===== config.mk =====
export PLATFORM = sky130hd
export DESIGN_NAME = gbn_frame_receiver_top
export DESIGN_NICKNAME = d
export VERILOG_FILES = /design/src/rtl/gbnfr_pkg.sv /design/src/rtl/gbnfr_in_stage.sv /design/src/rtl/gbnfr_core.sv /design/src/rtl/gbnfr_out_stage.sv /design/src/rtl/gbn_frame_receiver_top.sv
export SDC_FILE = /design/constraint.sdc
export NUM_CORES = 1
export LEC_CHECK = 0
export BUFFER_PORTS_ARGS = -buffer_cell sky130_fd_sc_hd__buf_2
export CORE_ASPECT_RATIO = 0.7
export CORE_MARGIN = 2
export CORE_UTILIZATION = 45
export CTS_CLUSTER_SIZE = 8
export DETAILED_ROUTE_END_ITERATION = 10
export HOLD_SLACK_MARGIN = 0.1
export PLACE_DENSITY_LB_ADDON = 0.3
export SYNTH_ARGS = -nofsm -noshare
export SYNTH_HDL_FRONTEND = slang
export SYNTH_SLANG_ARGS = --single-unit

===== constraint.sdc =====
create_clock -name clk -period 4.75 [get_ports clk]
set_input_delay 0.7125 -clock clk [delete_from_list [all_inputs] [get_ports clk]]
set_output_delay 0.7125 -clock clk [all_outputs]
set_load 0.03 [all_outputs]

===== src/rtl/gbnfr_pkg.sv =====
// ----------------------------------------------------------------------------
// gbnfr_pkg
// Shared types and constants for the go-back-n frame receiver.
// ----------------------------------------------------------------------------
package gbnfr_pkg;

  localparam int MAX_PAYLOAD = 64;
  localparam int WINDOW      = 8;

  localparam int POS_W = 7;

  // byte positions (0-based) that bound the frame layout
  localparam logic [POS_W-1:0] POS_SAT         = 7'd127;
  localparam logic [POS_W-1:0] POS_SEQ_HI      = 7'd1;
  localparam logic [POS_W-1:0] POS_SEQ_LO      = 7'd2;
  localparam logic [POS_W-1:0] POS_END_MARK    = 7'd3;
  localparam logic [POS_W-1:0] POS_ACK_COPY_LO = 7'd4;
  localparam logic [POS_W-1:0] POS_FIRST_PAY   = 7'd5;
  localparam logic [POS_W-1:0] POS_STREAM_LAST = POS_W'(MAX_PAYLOAD + 4);
  localparam logic [POS_W-1:0] POS_MAX_LAST    = POS_W'(MAX_PAYLOAD + 5);

  localparam logic [15:0] WINDOW_HI = 16'(WINDOW + 1);

  localparam logic [7:0] TYPE_DATA     = 8'd0;
  localparam logic [7:0] TYPE_ACK      = 8'd1;
  localparam logic [7:0] END_OF_PACKET = 8'd1;

  typedef enum logic {
    KIND_PAYLOAD = 1'b0,
    KIND_VERDICT = 1'b1
  } item_kind_t;

  typedef enum logic [3:0] {
    VERD_PACKET_DONE  = 4'd0,
    VERD_FIRST_HELD   = 4'd1,
    VERD_DUPLICATE    = 4'd2,
    VERD_OUT_OF_WIN   = 4'd3,
    VERD_BAD_LENGTH   = 4'd4,
    VERD_BAD_CHECK    = 4'd5,
    VERD_ACK_OK       = 4'd6,
    VERD_BAD_ACK_COPY = 4'd7,
    VERD_BAD_TYPE     = 4'd8,
    VERD_SHORT_PART   = 4'd9
  } verdict_t;

  typedef struct packed {
    logic [7:0] rx_byte;
    logic       last_byte;
  } in_item_t;

  typedef struct packed {
    item_kind_t  item_kind;
    logic [7:0]  payload_byte;
    verdict_t    verdict;
    logic [15:0] frame_sequence;
    logic        ack_request;
    logic        joins_held_part;
  } out_item_t;

endpackage


===== src/rtl/gbnfr_in_stage.sv =====
// ----------------------------------------------------------------------------
// gbnfr_in_stage
// Input register holding one received byte transaction for the frame core.
// ----------------------------------------------------------------------------
module gbnfr_in_stage (
  input  logic                clk,
  input  logic                rst_n,
  input  logic                in_valid,
  output logic                in_ready,
  input  gbnfr_pkg::in_item_t in_item,
  input  logic                advance,
  output logic                stage_valid,
  output gbnfr_pkg::in_item_t stage_item
);

  logic                valid_r;
  logic                valid_nxt;
  gbnfr_pkg::in_item_t item_r;
  logic                take;

  assign in_ready    = !valid_r || advance;
  assign take        = in_valid && in_ready;
  assign stage_valid = valid_r;
  assign stage_item  = item_r;

  always_comb begin
    if (take) begin
      valid_nxt = 1'b1;
    end else if (advance) begin
      valid_nxt = 1'b0;
    end else begin
      valid_nxt = valid_r;
    end
  end

  always_ff @(posedge clk) begin
    if (!rst_n) begin
      valid_r <= 1'b0;
    end else begin
      valid_r <= valid_nxt;
    end
  end

  always_ff @(posedge clk) begin
    if (take) begin
      item_r <= in_item;
    end
  end

endmodule


===== src/rtl/gbnfr_core.sv =====
// ----------------------------------------------------------------------------
// gbnfr_core
// Frame parser, running check word, payload delay and end-of-frame judgment.
// ----------------------------------------------------------------------------
module gbnfr_core (
  input  logic                 clk,
  input  logic                 rst_n,
  input  logic                 step_en,
  input  gbnfr_pkg::in_item_t  step_item,
  output logic                 res_valid,
  output gbnfr_pkg::out_item_t res_item
);

  logic [gbnfr_pkg::POS_W-1:0] pos_r, pos_nxt;
  logic [7:0]                  type_r, type_nxt;
  logic [15:0]                 seq_r, seq_nxt;
  logic [7:0]                  end_r, end_nxt;
  logic [15:0]                 acc_r, acc_nxt;
  logic [7:0]                  pend_r, pend_nxt;
  logic [7:0]                  dly0_r, dly0_nxt;
  logic [7:0]                  dly1_r, dly1_nxt;
  logic [15:0]                 exp_r, exp_nxt;
  logic                        held_r, held_nxt;

  logic [7:0]          b;
  logic [15:0]         acc_fin;
  logic [15:0]         rx_check;
  logic [15:0]         seq_gap;
  gbnfr_pkg::verdict_t verd;
  logic                ack;
  logic                joins;

  always_comb begin
    pos_nxt   = pos_r;
    type_nxt  = type_r;
    seq_nxt   = seq_r;
    end_nxt   = end_r;
    acc_nxt   = acc_r;
    pend_nxt  = pend_r;
    dly0_nxt  = dly0_r;
    dly1_nxt  = dly1_r;
    exp_nxt   = exp_r;
    held_nxt  = held_r;
    b         = step_item.rx_byte;
    acc_fin   = acc_r;
    rx_check  = {dly0_r, step_item.rx_byte};
    seq_gap   = '0;
    verd      = gbnfr_pkg::VERD_PACKET_DONE;
    ack       = 1'b0;
    joins     = 1'b0;
    res_valid = 1'b0;
    res_item  = '0;

    if (step_en) begin
      // header capture
      case (pos_r)
        '0: begin
          type_nxt = b;
          seq_nxt  = '0;
          end_nxt  = '0;
          acc_nxt  = '0;
          pend_nxt = '0;
        end
        gbnfr_pkg::POS_SEQ_HI: begin
          seq_nxt = {b, 8'h00};
        end
        gbnfr_pkg::POS_SEQ_LO: begin
          seq_nxt = {seq_r[15:8], b};
        end
        gbnfr_pkg::POS_END_MARK: begin
          end_nxt = b;
        end
        gbnfr_pkg::POS_ACK_COPY_LO: begin
          if (type_r != gbnfr_pkg::TYPE_DATA) begin
            pend_nxt = b;
          end
        end
        default: begin
        end
      endcase

      // byte two back is now known to be covered by the check word
      if (type_nxt == gbnfr_pkg::TYPE_DATA && pos_r >= gbnfr_pkg::POS_SEQ_LO) begin
        if (!pos_r[0]) begin
          pend_nxt = dly1_r;
        end else begin
          acc_nxt = acc_nxt ^ {dly1_r, pend_nxt};
        end
      end

      dly1_nxt = dly0_r;
      dly0_nxt = b;

      if (!step_item.last_byte) begin
        if (type_nxt == gbnfr_pkg::TYPE_DATA && pos_r >= gbnfr_pkg::POS_FIRST_PAY &&
            pos_r <= gbnfr_pkg::POS_STREAM_LAST) begin
          res_valid             = 1'b1;
          res_item.item_kind    = gbnfr_pkg::KIND_PAYLOAD;
          res_item.payload_byte = dly0_r;
        end
        pos_nxt = (pos_r == gbnfr_pkg::POS_SAT) ? pos_r : pos_r + 7'd1;
      end else begin
        // odd final byte lands in the low half
        acc_fin = acc_nxt;
        if (type_nxt == gbnfr_pkg::TYPE_DATA && pos_r >= gbnfr_pkg::POS_SEQ_LO && !pos_r[0]) begin
          acc_fin = acc_nxt ^ {8'h00, pend_nxt};
        end
        seq_gap = exp_r - seq_nxt;

        if (pos_r < gbnfr_pkg::POS_ACK_COPY_LO || pos_r > gbnfr_pkg::POS_MAX_LAST) begin
          verd = gbnfr_pkg::VERD_BAD_LENGTH;
        end else if (type_nxt == gbnfr_pkg::TYPE_DATA) begin
          if (pos_r < gbnfr_pkg::POS_FIRST_PAY) begin
            verd = gbnfr_pkg::VERD_BAD_LENGTH;
          end else if (acc_fin != rx_check) begin
            verd = gbnfr_pkg::VERD_BAD_CHECK;
          end else if (seq_nxt != exp_r) begin
            if (seq_gap != 16'd0 && seq_gap <= gbnfr_pkg::WINDOW_HI) begin
              ack  = 1'b1;
              verd = gbnfr_pkg::VERD_DUPLICATE;
            end else begin
              verd = gbnfr_pkg::VERD_OUT_OF_WIN;
            end
          end else begin
            exp_nxt = exp_r + 16'd1;
            ack     = 1'b1;
            if (end_nxt != gbnfr_pkg::END_OF_PACKET) begin
              if (pos_r != gbnfr_pkg::POS_MAX_LAST) begin
                verd = gbnfr_pkg::VERD_SHORT_PART;
              end else begin
                held_nxt = 1'b1;
                verd     = gbnfr_pkg::VERD_FIRST_HELD;
              end
            end else begin
              joins    = held_r;
              held_nxt = 1'b0;
              verd     = gbnfr_pkg::VERD_PACKET_DONE;
            end
          end
        end else if (type_nxt == gbnfr_pkg::TYPE_ACK) begin
          if (end_nxt == seq_nxt[15:8] && pend_nxt == seq_nxt[7:0]) begin
            verd = gbnfr_pkg::VERD_ACK_OK;
          end else begin
            verd = gbnfr_pkg::VERD_BAD_ACK_COPY;
          end
        end else begin
          verd = gbnfr_pkg::VERD_BAD_TYPE;
        end

        res_valid                = 1'b1;
        res_item.item_kind       = gbnfr_pkg::KIND_VERDICT;
        res_item.verdict         = verd;
        res_item.frame_sequence  = seq_nxt;
        res_item.ack_request     = ack;
        res_item.joins_held_part = joins;

        // frame registers start over
        pos_nxt  = '0;
        type_nxt = '0;
        seq_nxt  = '0;
        end_nxt  = '0;
        acc_nxt  = '0;
        pend_nxt = '0;
      end
    end
  end

  always_ff @(posedge clk) begin
    if (!rst_n) begin
      pos_r  <= '0;
      type_r <= '0;
      seq_r  <= '0;
      end_r  <= '0;
      acc_r  <= '0;
      pend_r <= '0;
      dly0_r <= '0;
      dly1_r <= '0;
      exp_r  <= '0;
      held_r <= 1'b0;
    end else begin
      pos_r  <= pos_nxt;
      type_r <= type_nxt;
      seq_r  <= seq_nxt;
      end_r  <= end_nxt;
      acc_r  <= acc_nxt;
      pend_r <= pend_nxt;
      dly0_r <= dly0_nxt;
      dly1_r <= dly1_nxt;
      exp_r  <= exp_nxt;
      held_r <= held_nxt;
    end
  end

endmodule


===== src/rtl/gbnfr_out_stage.sv =====
// ----------------------------------------------------------------------------
// gbnfr_out_stage
// Result register driving the output channel.
// ----------------------------------------------------------------------------
module gbnfr_out_stage (
  input  logic                 clk,
  input  logic                 rst_n,
  input  logic                 res_valid,
  input  gbnfr_pkg::out_item_t res_item,
  output logic                 advance,
  output logic                 out_valid,
  input  logic                 out_ready,
  output gbnfr_pkg::out_item_t out_item
);

  logic                 valid_r;
  logic                 valid_nxt;
  gbnfr_pkg::out_item_t item_r;

  assign advance   = !valid_r || out_ready;
  assign out_valid = valid_r;
  assign out_item  = item_r;

  always_comb begin
    valid_nxt = advance ? res_valid : valid_r;
  end

  always_ff @(posedge clk) begin
    if (!rst_n) begin
      valid_r <= 1'b0;
    end else begin
      valid_r <= valid_nxt;
    end
  end

  always_ff @(posedge clk) begin
    if (advance && res_valid) begin
      item_r <= res_item;
    end
  end

endmodule


===== src/rtl/gbn_frame_receiver_top.sv =====
// path: input register, combinational frame core, then the result register on out_valid
// throughput: one frame byte per cycle unless stalled, limited by the single core pass
// a byte yields at most one result; a stalled output holds the core and then the input
// reset: synchronous active-low rst_n clears both stage valids and all frame state
// ----------------------------------------------------------------------------
// gbn_frame_receiver_top
// Go-back-n frame receiver: streams payload bytes and gives a per-frame verdict.
// ----------------------------------------------------------------------------
module gbn_frame_receiver_top (
  input  logic                 clk,
  input  logic                 rst_n,
  input  logic                 in_valid,
  output logic                 in_ready,
  input  gbnfr_pkg::in_item_t  in_item,
  output logic                 out_valid,
  input  logic                 out_ready,
  output gbnfr_pkg::out_item_t out_item
);

  logic                 advance;
  logic                 stage_valid;
  gbnfr_pkg::in_item_t  stage_item;
  logic                 res_valid;
  gbnfr_pkg::out_item_t res_item;
  logic                 step_en;

  assign step_en = stage_valid && advance;

  gbnfr_in_stage u_in_stage (
    .clk         (clk),
    .rst_n       (rst_n),
    .in_valid    (in_valid),
    .in_ready    (in_ready),
    .in_item     (in_item),
    .advance     (advance),
    .stage_valid (stage_valid),
    .stage_item  (stage_item)
  );

  gbnfr_core u_core (
    .clk       (clk),
    .rst_n     (rst_n),
    .step_en   (step_en),
    .step_item (stage_item),
    .res_valid (res_valid),
    .res_item  (res_item)
  );

  gbnfr_out_stage u_out_stage (
    .clk       (clk),
    .rst_n     (rst_n),
    .res_valid (res_valid),
    .res_item  (res_item),
    .advance   (advance),
    .out_valid (out_valid),
    .out_ready (out_ready),
    .out_item  (out_item)
  );

endmodule

==> impl_metrics.tcl <==
set metrics [dict create \
    status "finished clean" \
    post_cts_buffers 0 \
    syn_to_final_growth_pct 14.23 \
    async_reset_ff_share_pct 0 \
    multi_input_area_sq_um 5154 \
    syn_nets 1112 \
    ys_seq_elements 138 \
    yosysTopAreaCell "dfxtp_1" \
    slew_viol_final 0 \
    report.final.setup_viol 0 \
    grt_use_total_pct 25.73 \
    fin_ws_ps 374.6 \
    clk_path_buf_depth 2 \
    grt_pass1_wl_mm 40.42 \
    via_per_inst 5.973 \
    synth_ff_type "dfxtp_1" \
    cts_made_buffers 17 \
    globalRouteOverflowTotal 0 \
    slew_headroom_pct 28.61 \
    fmax_mhz 228.5 \
    clk_latency_ps 430 \
    arrival_ps 4560 \
    pre_cts_ws_ps 269.7 \
    worstReg2RegStart "u_core.pos_r[3]" \
    pin_count 46 \
    die_w_um 170.2 \
    required_ps 4930 \
    drive_gt1_share_pct 14.90 \
    num_rows 42 \
    fin_crit_sh_pct 92.11 \
    holdCritPathClass "in -> reg" \
    design_area_sq_um 9943 \
    drc_errors 0 \
    cts-resized-gates 0 \
    die-area_sq_um 20490 \
    dpl.hpwl_mm 19.01 \
    synth-edff-count 40 \
    cp-endpoint "u_out_stage.out_item[18]" \
    fillers 1755 \
    cts_sinks 138 \
    holdPathStages 1 \
    critPathLaunch "u_core.pos_r[3]" \
    ys_types 82 \
    final_cell_mix "nor2_1, nand2_1, a21oi_1, dfxtp_1, buf_4" \
    regArea_sq_um 3164 \
    finalHoldViolCount 0 \
    synth.avg_cell_area_sq_um 8.023 \
    core-area_sq_um 18920 \
    wire_per_inst_um 19.11 \
    reg2reg_slack_ps 370 \
    maxCapViolCount 0 \
    grt_pass1_vias 7068 \
    start_util_pct 46.01 \
    wirelength_mm 26.30 \
    synth_area_leaders "dfxtp_1, edfxtp_1, nor2_1" \
    critPathKind "reg -> reg" \
    power_leakage_nw 3.833 \
    nNetsFinal 1148 \
    vias 8219 \
    worst_r2r_endpoint "u_out_stage.out_item[18]" \
    postCtsHoldBufs 0 \
    start_kind "flop" \
    ant_nets 0 \
    die_h_um 120.4 \
    fin_skew_ps 10.15 \
    peakVddDrop_mv 0.2137 \
    rr_worst_depth 17 \
    drt_iter0_markers 1035 \
    endpoint_kind "flop" \
    first_pass_iters 6 \
    diodes 0 \
    syn_inst 1085 \
    cts_max_level 4 \
    clk_pin_slew_worst_paths_ps 60 \
    syn_area_sq_um 8705 \
    antenna_found_initial 1 \
    worst_pin_slew_ps 1069 \
    io_buffers 45 \
    final_common_cell "nor2_1" \
    ys_seq_area_share_pct 36.34 \
    gp_congestion 0.9655 \
    fin_setup_tns_ps 0 \
    rsz0062_at_grt "no" \
    grt_max_degree 55 \
    root_buffer "clkbuf_16" \
    min_from "in_item[6]" \
    fin_crit_ps 4375 \
    dpl_cell_area_sq_um 9306 \
    cp_max_fo 6 \
    yosys_warnings 0 \
    yosysTopAreaCellShare_pct 22.54 \
    power_density_nw_per_um2 296.1 \
    cts_tree "done" \
]
synthesized netlist by cell type (5+ instances only):
cell and n:
xor2_1 20, nor3_1 26, edfxtp_1 40, xnor2_1 44
a21oi_2 5, and2_1 22, nor2b_1 9, clkbuf_1 61
o22ai_1 5, nor4_1 7, a21o_1 12, inv_1 18
a22oi_1 35, buf_2 12, and4_1 5, o211ai_1 5
a221oi_1 5, and3_1 14, mux2i_1 15, a21oi_1 104
nand2_1 120, ha_1 14, nand3_1 22, dfxtp_1 98
or3_1 7, nand4_1 19, a22oi_4 5, o21ai_0 33
a31oi_1 18, nand2b_1 19, nor2_1 168, a22o_1 6
where the power goes:
part | internal (mW) | switching, mW | total [mW]
Combinational | 0.101 | 0.196 | 0.298
Sequential | 1.23 | 0.0242 | 1.25
Clock | 0.843 | 0.549 | 1.39
Total | 2.17 | 0.769 | 2.94
registers in the layout (all words and copies together), names as in the netlist:
signal and flops:
u_core.acc_r 16, u_core.held_r 1, u_core.dly1_r 8, u_core.type_r 8, u_in_stage.stage_item 9, u_out_stage.out_item 31
u_out_stage.out_valid 1, u_in_stage.stage_valid 1, u_core.end_r 8, u_core.seq_r 16, u_core.exp_r 16, u_core.pend_r 8
u_core.dly0_r 8, u_core.pos_r 7
layer usage:
metal | part of all wire, % | global-route usage, % | vias up
li1 | - | - | 3955
met1 | 48 | 40.95 | 3826
met2 | 39 | 33.31 | 411
met3 | 12 | 7.169 | 27
met4 | 1.2 | 6.090 | 0
met5 | 0 | 0 | -
metrics by stage:
step,power [mW],utilization (%),hold WS [ps],cells
finish,2.944,52.56,452.1,1376
global route,3.031,52.56,442.2,1376
CTS,2.951,52.43,437.6,1376
detailed placement,1.567,49.19,461.7,1344
global placement,1.565,49.19,450.6,1344
floorplan,1.470,-,442.2,1085
worst max-delay path, stage by stage (launching register included):
cell and delay, ps:
dfxtp_1 380, or4_4 630, a211o_1 290, a22o_1 250, ha_1 210, inv_1 60, ha_1 130, inv_1 40
o31a_1 120, maj3_1 410, or4_4 470, a21oi_2 170, o2111ai_1 140, nor4_1 210, nand4b_1 160, nor4b_2 240
o21a_1 170, o21ai_2 50
worst min path at each step:
stage	to	slack [ps]
2_1_floorplan	u_core.pend_r[6]	440
3_3_place_gp	u_core.pend_r[6]	450
3_5_place_dp	u_core.pend_r[6]	460
4_1_cts	u_in_stage.stage_item[6]	440
5_1_grt	u_in_stage.stage_item[6]	440
6_report	u_in_stage.stage_item[6]	450
kinds of logic (layout without fill, tap and decap cells):
kind of cell | after synthesis | count (layout) | synth area share [%]
xor+xnor | 65 | 65 | 6.698
flops | 138 | 138 | 36.34
buf+inv | 100 | 149 | 4.786
mux | 20 | 20 | 2.415
simple gates | 462 | 462 | 25.27
fa+ha+maj | 16 | 16 | 2.242
compound gates | 284 | 284 | 22.25
layout make-up:
class | count | share of cell area, %
multi-input combinational | 847 | 51.83
sequential | 138 | 31.82
timing repair buffer | 99 | 6.468
clock buffer | 19 | 4.455
tap | 242 | 3.045
clock inverter | 13 | 1.699
inverter | 18 | 0.6795
Power figures use the tool's default switching activity.
